--- src/design/sorted_priority_queue_unit_macros.svh ---
// Assertion macros for the sorted priority queue unit.
// Used by the top level; expects clk and arst_n in scope.
`ifndef SORTED_PRIORITY_QUEUE_UNIT_MACROS_SVH
`define SORTED_PRIORITY_QUEUE_UNIT_MACROS_SVH

// Check that a condition implies another in the same cycle.
`define SPQ_ASSERT_SAME(lbl, ante, cons, msg) \
	lbl: assert property (@(posedge clk) disable iff (!arst_n) (ante) |-> (cons)) \
		else $error(msg);

// Check that a condition implies another in the next cycle.
`define SPQ_ASSERT_NEXT(lbl, ante, cons, msg) \
	lbl: assert property (@(posedge clk) disable iff (!arst_n) (ante) |=> (cons)) \
		else $error(msg);

`endif

--- src/design/spq_pkg.sv ---
// Package for the sorted priority queue unit: sizes, request codes, lane types.
// No dependencies.
`timescale 1ns / 1ps
`default_nettype none
package spq_pkg;

	localparam int DEPTH         = 16;
	localparam int VALUE_W       = 32;
	localparam int KIND_W        = 2;
	localparam int POS_W         = $clog2(DEPTH);
	localparam int CNT_W         = $clog2(DEPTH + 1);
	localparam int MATCH_POS_W   = 4;
	localparam int ENTRY_COUNT_W = 5;

	localparam logic [KIND_W-1:0] KIND_INSERT = 2'd0;
	localparam logic [KIND_W-1:0] KIND_REMOVE = 2'd1;
	localparam logic [KIND_W-1:0] KIND_FIND   = 2'd2;

	typedef struct packed {
		logic signed [VALUE_W-1:0] value;
		logic                      valid;
		logic                      le;
		logic                      hit;
	} lane_t;

	typedef struct packed {
		logic                      cap;
		logic signed [VALUE_W-1:0] cmp_key;
		logic                      ins;
		logic                      rem;
		logic signed [VALUE_W-1:0] ins_key;
	} cell_ctrl_t;

endpackage
`default_nettype wire

--- src/design/spq_cell.sv ---
// One slot of the sorted queue: value, valid bit, compare flags, shift mux.
// Depends on spq_pkg.
`timescale 1ns / 1ps
`default_nettype none
module spq_cell (
	input  wire                           clk,
	input  wire                           arst_n,
	input  spq_pkg::cell_ctrl_t           ctrl,
	input  spq_pkg::lane_t                left,
	input  spq_pkg::lane_t                right,
	output spq_pkg::lane_t                lane,
	output logic                          first,
	output logic signed [spq_pkg::VALUE_W-1:0] nxt_value,
	output logic                          nxt_valid
);
	import spq_pkg::*;

	logic signed [VALUE_W-1:0] value_q;
	logic                      valid_q;
	logic                      le_q;
	logic                      eq_q;

	always_ff @(posedge clk or negedge arst_n) begin
		if (!arst_n) begin
			valid_q <= 1'b0;
			le_q    <= 1'b0;
			eq_q    <= 1'b0;
		end else begin
			valid_q <= nxt_valid;
			if (ctrl.cap) begin
				le_q <= valid_q && (value_q <= ctrl.cmp_key);
				eq_q <= valid_q && (value_q == ctrl.cmp_key);
			end
		end
	end

	always_ff @(posedge clk) begin
		value_q <= nxt_value;
	end

	always_comb begin
		nxt_value = value_q;
		nxt_valid = valid_q;
		if (ctrl.ins) begin
			if (!le_q) begin
				nxt_value = left.le ? ctrl.ins_key : left.value;
				nxt_valid = left.valid;
			end
		end else if (ctrl.rem && (left.hit || eq_q)) begin
			nxt_value = right.value;
			nxt_valid = right.valid;
		end
	end

	assign first      = eq_q & ~left.hit;
	assign lane.value = value_q;
	assign lane.valid = valid_q;
	assign lane.le    = le_q;
	assign lane.hit   = left.hit | eq_q;

endmodule
`default_nettype wire

--- src/design/sorted_priority_queue_unit.sv ---
// Top level of the sorted priority queue: request control, cell chain, result registers.
// Depends on spq_pkg, spq_cell and sorted_priority_queue_unit_macros.svh.
// After accept the request passes the shift state (ST_SHIFT); done and the results are registered from it.
// No new request is accepted while busy in the shift state; cells compare at accept, then shift together.
// Reset: arst_n clears all valid bits, the count and control; the queue starts empty.
// The result strobe lasts one cycle and the receiver cannot stall it.
`timescale 1ns / 1ps
`default_nettype none
`include "sorted_priority_queue_unit_macros.svh"
module sorted_priority_queue_unit (
	input  wire                                    clk,
	input  wire                                    arst_n,
	input  wire                                    start,
	output logic                                   busy,
	input  wire  [spq_pkg::KIND_W-1:0]             kind,
	input  wire  signed [spq_pkg::VALUE_W-1:0]     value,
	output logic                                   done,
	output logic                                   success,
	output logic                                   overflow,
	output logic [spq_pkg::MATCH_POS_W-1:0]        match_position,
	output logic signed [spq_pkg::VALUE_W-1:0]     head_value,
	output logic                                   head_valid,
	output logic [spq_pkg::ENTRY_COUNT_W-1:0]      entry_count
);
	import spq_pkg::*;

	localparam logic [0:0] ST_IDLE  = 1'b0;
	localparam logic [0:0] ST_SHIFT = 1'b1;

	logic [0:0]                state_q;
	logic [KIND_W-1:0]         kind_q;
	logic signed [VALUE_W-1:0] key_q;
	logic [CNT_W-1:0]          count_q;
	logic                      accept;
	logic                      full;
	logic                      any_hit;
	logic                      is_ins;
	logic                      is_look;
	logic [POS_W-1:0]          pos_enc;
	logic [CNT_W-1:0]          count_d;
	cell_ctrl_t                ctrl;

	lane_t                     lanes [DEPTH];
	lane_t                     left_in [DEPTH];
	lane_t                     right_in [DEPTH];
	logic [DEPTH-1:0]          first;
	logic signed [VALUE_W-1:0] nxt_value [DEPTH];
	logic [DEPTH-1:0]          nxt_valid;

	logic                      done_q;
	logic                      success_q;
	logic                      overflow_q;
	logic [POS_W-1:0]          pos_q;
	logic signed [VALUE_W-1:0] head_value_q;
	logic                      head_valid_q;

	assign busy   = (state_q == ST_SHIFT);
	assign accept = start & ~busy;
	assign full   = (count_q == CNT_W'(DEPTH));

	always_comb begin
		is_ins  = 1'b0;
		is_look = 1'b0;
		unique case (kind_q) inside
			KIND_INSERT: is_ins = 1'b1;
			KIND_REMOVE, KIND_FIND: is_look = 1'b1;
			default: ;
		endcase
	end

	assign any_hit      = lanes[DEPTH-1].hit;
	assign ctrl.cap     = accept;
	assign ctrl.cmp_key = value;
	assign ctrl.ins     = busy & is_ins & ~full;
	assign ctrl.rem     = busy & (kind_q == KIND_REMOVE) & any_hit;
	assign ctrl.ins_key = key_q;

	genvar g;
	generate
		for (g = 0; g < DEPTH; g++) begin : g_cell
			if (g == 0) begin : g_head
				assign left_in[g] = '{value: '0, valid: 1'b1, le: 1'b1, hit: 1'b0};
			end else begin : g_mid
				assign left_in[g] = lanes[g-1];
			end
			if (g == DEPTH - 1) begin : g_tail
				assign right_in[g] = '{value: '0, valid: 1'b0, le: 1'b0, hit: 1'b0};
			end else begin : g_body
				assign right_in[g] = lanes[g+1];
			end
			spq_cell u_cell (
				.clk       (clk),
				.arst_n    (arst_n),
				.ctrl      (ctrl),
				.left      (left_in[g]),
				.right     (right_in[g]),
				.lane      (lanes[g]),
				.first     (first[g]),
				.nxt_value (nxt_value[g]),
				.nxt_valid (nxt_valid[g])
			);
		end
	endgenerate

	always_comb begin
		pos_enc = '0;
		for (int i = 0; i < DEPTH; i++) begin
			if (first[i]) begin
				pos_enc = pos_enc | POS_W'(i);
			end
		end
	end

	always_comb begin
		count_d = count_q;
		if (ctrl.ins) begin
			count_d = count_q + CNT_W'(1);
		end else if (ctrl.rem) begin
			count_d = count_q - CNT_W'(1);
		end
	end

	always_ff @(posedge clk or negedge arst_n) begin
		if (!arst_n) begin
			state_q <= ST_IDLE;
			count_q <= '0;
			done_q  <= 1'b0;
		end else begin
			done_q <= 1'b0;
			unique case (state_q)
				ST_IDLE: begin
					if (accept) begin
						state_q <= ST_SHIFT;
					end
				end
				ST_SHIFT: begin
					state_q <= ST_IDLE;
					count_q <= count_d;
					done_q  <= 1'b1;
				end
				default: state_q <= ST_IDLE;
			endcase
		end
	end

	always_ff @(posedge clk) begin
		if (accept) begin
			kind_q <= kind;
			key_q  <= value;
		end
		if (busy) begin
			success_q    <= ctrl.ins | (is_look & any_hit);
			overflow_q   <= is_ins & full;
			pos_q        <= (is_look & any_hit) ? pos_enc : '0;
			head_valid_q <= nxt_valid[0];
			head_value_q <= nxt_valid[0] ? nxt_value[0] : '0;
		end
	end

	assign done           = done_q;
	assign success        = success_q;
	assign overflow       = overflow_q;
	assign match_position = MATCH_POS_W'(pos_q);
	assign head_value     = head_value_q;
	assign head_valid     = head_valid_q;
	assign entry_count    = ENTRY_COUNT_W'(count_q);

	`SPQ_ASSERT_NEXT(a_accept_then_busy, accept, busy && !done, "accepted request did not enter shift")
	`SPQ_ASSERT_NEXT(a_busy_then_done, busy, done && !busy, "shift cycle gave no result strobe")
	`SPQ_ASSERT_SAME(a_ovf_excl, done && overflow, !success && count_q == CNT_W'(DEPTH), "overflow with success or not full")
	`SPQ_ASSERT_SAME(a_head_count, done, head_valid == (count_q != '0) && nxt_valid[0] == head_valid, "head valid disagrees with count")

endmodule
`default_nettype wire
--- config.mk ---
export PLATFORM = sky130hd
export DESIGN_NAME = sorted_priority_queue_unit
export DESIGN_NICKNAME = d
export VERILOG_FILES = /design/src/design/spq_pkg.sv /design/src/design/spq_cell.sv /design/src/design/sorted_priority_queue_unit.sv
export VERILOG_INCLUDE_DIRS = /design/src /design/src/design
export SDC_FILE = /design/constraint.sdc
export NUM_CORES = 2
export LEC_CHECK = 0
export ABC_AREA = 1
export BUFFER_PORTS_ARGS = -buffer_cell sky130_fd_sc_hd__buf_4
export CORE_MARGIN = 2
export CORE_UTILIZATION = 40
export DETAILED_ROUTE_END_ITERATION = 8
export GPL_ROUTABILITY_DRIVEN = 0
export PLACE_DENSITY_LB_ADDON = 0.15
export SLEW_MARGIN = 30
export SYNTH_ARGS = -nofsm -noshare
export SYNTH_HDL_FRONTEND = slang
export SYNTH_HIERARCHICAL = 1
export SYNTH_SLANG_ARGS = --single-unit
export TNS_END_PERCENT = 10
--- constraint.sdc ---
create_clock -name clk -period 9.3 [get_ports clk]
set_input_delay 0.465 -clock clk [delete_from_list [all_inputs] [get_ports clk]]
set_output_delay 0.465 -clock clk [all_outputs]
set_load 0.01 [all_outputs]
Word level (Yosys, flattened, before mapping):

Index checks and enable logic that the tools add are counted.

* logic and storage cells: 411
* bits of input ports: 37
* bits in latches: 0
* output and inout port bits: 46
* register bits after elaboration: 640
* memory bits (writable): 0
* memory bits (read-only): 0
* memories kept: 0

* shift operators: 0
* divide/modulo/power cells: 0
* order comparisons: 16
* reduce and logical (&&, ||, !) cells: 97
* $mul: 0
* equality and inequality tests: 34
* mux-type cells: 133
* bitwise operators: 55
* add/subtract/negate cells: 2

Operator list (count)
* 32-bit two-way mux: 63
* 32-bit equality test: 16
* 32-bit <= comparator: 16
* 1-bit two-way mux: 53
* 1-bit logical AND: 48
* 4-bit two-way mux: 8
* 2-bit AND reduction: 16
* 2-bit nonzero test: 16
* 2-bit inequality test, second input constant: 15
* 1-bit AND: 22
* 1-bit NOT: 17
* 1-bit OR: 16
* 1-bit logical OR: 15
* 3-bit two-way mux: 4
* 5-bit two-way mux: 2
* 5-bit by 1-bit adder with 5-bit output, second input constant: 1
* 5-bit equality test, second input constant: 1
* 5-bit by 1-bit subtractor with 5-bit output, second input constant: 1
* 2-bit two-way mux: 2
* 2-bit by 1-bit equality test with 1-bit output, second input constant: 1
* 2-bit equality test, second input constant: 1
* 2-bit zero test: 1
* 1-bit case mux with 2 select lines: 1
* 2-bit OR reduction: 1

Longest topological paths before layout:

* word-level depth: 19
* depth in mapped cells: 26
* gate-level depth less buffers: 24

Cells and area by module:

Netlist, hierarchy kept.

By module, submodules not included
* spq_cell (g_cell[0].u_cell ...): sequential area each 715.7 um2, area an instance 3078.0 um2, cells each 423, instances 13
* spq_cell (g_cell[7].u_cell ...): sequential area each 715.7 um2, area an instance 3083.0 um2, cells each 425, instances 3
* sorted_priority_queue_unit: sequential area each 2367.3 um2, area an instance 3025.4 um2, cells each 215, instances 1

Worst setup path before layout:

OpenSTA, ideal clock, no wires.

* kind: register to register
* from: register g_cell[0].u_cell.eq_q
* to: register head_value_q[0], in the netlist head_value[0] (data pin)
* required time: 9.173 ns
* buffers on the path: 2
* period minus slack after synthesis: 7.126 ns
* cell stages (with the launch flop): 26
* data arrival time: 6.999 ns
* slack: 2.174 ns
* library setup time: 0.127 ns
* cell sequence: dfrtp_1 > or2_4 > or2_4 > or2_4 > or2_4 > or2_4 > or2_4 > or2_4 > or2_4 > or2_4 > or2_4 > or2_4 > or2_4 > or2_4 > or2_4 > or2_4 > or2_4 > nand3_2 > inv_1 > nand2_8 > buf_6 > o21ai_0 > o22ai_1 > buf_2 > nand2_1 > inv_1

RTL lines
* start: declaration: RTL line spq_cell.sv:21 `logic eq_q;`
* start signal: assignment: RTL line spq_cell.sv:32 `eq_q <= valid_q && (value_q == ctrl.cmp_key);`
* end signal: assignment: RTL line sorted_priority_queue_unit.sv:156 `head_value_q <= nxt_valid[0] ? nxt_value[0] : '0;`
* end: declaration: RTL line sorted_priority_queue_unit.sv:54 `logic signed [VALUE_W-1:0] head_value_q;`

==> run metrics <==
clk sink count=640; fin. max-slew vios=0; Die Width=about 370 µm; total power=17.6 mW; clock latency on the worst-skew pair=0.69 ns; H-tree depth=3; Tmin final=6.64 ns; Cell Pwr Density=around 320 mW/mm²; die extent in y=366 µm; clk root buf=clkbuf_16; worst hold path class=input port to flip-flop; vias in the first global route=43.6k; hold-fix buffers at CTS=3; critical path's top delay family=simple AND/OR/NAND/NOR gates; hold path start=value[29]; largest net degree at the start of global routing=approximately 160; FF-to-FF path depth=25; flop2flop setup slack=2.66 ns; Clock Skews=0.0228 ns; Post-DRT Antenna Nets=0; DIE AREA=0.134 mm²; drt wl/cell=18.1 µm; crit path kind=flip-flop to flip-flop; gr ovfl total=0; syn_area_per_cell=7.48 µm²; drt initial violations=3,280; multi-input logic area=0.0322 mm²; startpoint types=flip-flop; post-CTS resize count=0; Tightest Pin Transition=approximately 1 ns; port bufs=82; Max Fclk=approximately 0.15 GHz; Routed WL=around 160,000 µm; Worst Setup End Kind=flip-flop; critical path peak fanout=34; crit path buf inv count=4; Layout area overhead=6.35%; Post-Syn Instances=6,987; nets=7,435; required time worst endpoint=between 9 and 10 ns; leak pwr=roughly 27 nW; crit-path most repeated cell=or2_4; Sequential Area=0.0138 mm²; Post-CTS Setup Bufs=0; Setup TNS=0 ns; Synth warnings=6; Final Hold Fails=0; outcome=finished, final reports clean; Core Footprint=0.130 mm²; Tcrit/Tclk final=a little under three quarters; Initial Util=40.3%; first-pass GRT wire length=249,000 µm; post-synthesis cell area=approximately 0.052 mm²; IO Count=83; crit path DAT=7.08 ns; worst rel slew slack=33.6%; hold depth=1; DR DRC count=0; launch point of the worst path=g_cell[0].u_cell/eq_q; Fill cells=13.1k; RSZ-0062 raised after global routing=false; Num CTS Buffers=82; layout cells sized above 1=10.5%; row count=132; Antenna diodes=0; worst r2r src=g_cell[0].u_cell/eq_q; HPWL Detailed=117,000 µm; Worst Hold End=key_q[29]; Reg clk slew, reported paths=approximately 0.060 ns; final setup violation count=0; max_cap viols=0; maximum VDD drop=about 0.00016 V; Max clock buf depth=3; via count=45.9k; Tot GR Track Use=23.0%; CP peak stage delay=0.38 ns; DR pass1 iterations=5; R2R Path End=head_value[15]; Critical-path top delay cell=dfrtp_1; Worst path depth=25; initial antenna violation count=0; CTS tree=yes; Vias per Instance=5.28
-- stage by stage --
| stage | util, % | instance area [µm²] | std cells | setup slack, ns | hold slack [ns] |
|---|---|---|---|---|---|
| 3_5_place_dp | 40.7 | 52800 | 8534 | 2.65 | 0.406 |
| 4_1_cts | 42.9 | 55600 | 8690 | 2.65 | 0.146 |
| 2_1_floorplan | - | 52500 | 7053 | 2.17 | 0.169 |
| 3_3_place_gp | 40.7 | 52800 | 8534 | 2.74 | 0.407 |
| 6_report | 42.9 | 55600 | 8691 | 2.66 | 0.200 |
| 5_1_grt | 42.9 | 55600 | 8691 | 2.49 | 0.170 |
-- where the power goes --
part / leakage (nW) / total (mW) / switching [mW] / internal, mW
Clock: 1.35 / 3.32 / 1.36 / 1.96
Sequential: 5.71 / 6.06 / 1.96 / 4.10
Combinational: 19.9 / 8.24 / 4.16 / 4.08
Total: 26.9 / 17.6 / 7.48 / 10.1
-- worst max-delay path by stage --
| stage | endpoint |
|---|---|
| 4_1_cts | head_value[15] |
| 3_5_place_dp | head_value[15] |
| 5_1_grt | head_value[12] |
| 2_1_floorplan | head_value[0] |
| 6_report | head_value[15] |
| 3_3_place_gp | head_value[30] |
-- cell type report --
| class | instances | area share, % |
|---|---|---|
| clock buffer | 129 | 4.53 |
| clock inverter | 24 | 0.398 |
| inverter | 925 | 6.36 |
| multi-input combinational | 5086 | 57.8 |
| sequential | 640 | 24.9 |
| tap | 1742 | 3.92 |
| timing repair buffer | 145 | 2.07 |
-- cell usage in the layout, fill, tap and decap left out, drive strengths merged, types with 2 or more instances in the layout --
cell,n
a31oi,2
dfxtp,512
conb,68
nand2,1122
o21a,32
a21oi,353
o22ai,384
clkbuf,129
or2,18
a32oi,144
nand3,61
buf,142
nand4,45
edfxtp,73
xor2,2
mux2,368
bufinv,4
ha,517
a21o,16
clkinv,35
o21ai,816
nor3,19
o211ai,144
inv,909
dfrtp,55
nor4,2
dlygate4sd3,3
nor2,971
-- flip-flops by register name, summed over array words and instances (netlist names) --
| register | count |
|---|---|
| key_q | 32 |
| overflow | 1 |
| head_value | 32 |
| kind_q | 2 |
| busy | 1 |
| done | 1 |
| g_cell.u_cell/value_q | 512 |
| g_cell.u_cell/eq_q | 16 |
| match_position | 4 |
| g_cell.u_cell/le_q | 16 |
| head_valid | 1 |
| entry_count | 5 |
| success | 1 |
| g_cell.u_cell/valid_q | 16 |
-- per-layer routing --
metal | up-vias | share of wire (%) | track usage, %
met5 | - | 0 | 0
met3 | 185 | 3.3 | 2.59
met1 | 21500 | 48 | 31.2
met4 | 0 | 2.2 | 5.61
met2 | 793 | 46 | 38.9
li1 | 23400 | - | -
(Power assumes the default switching activity.)
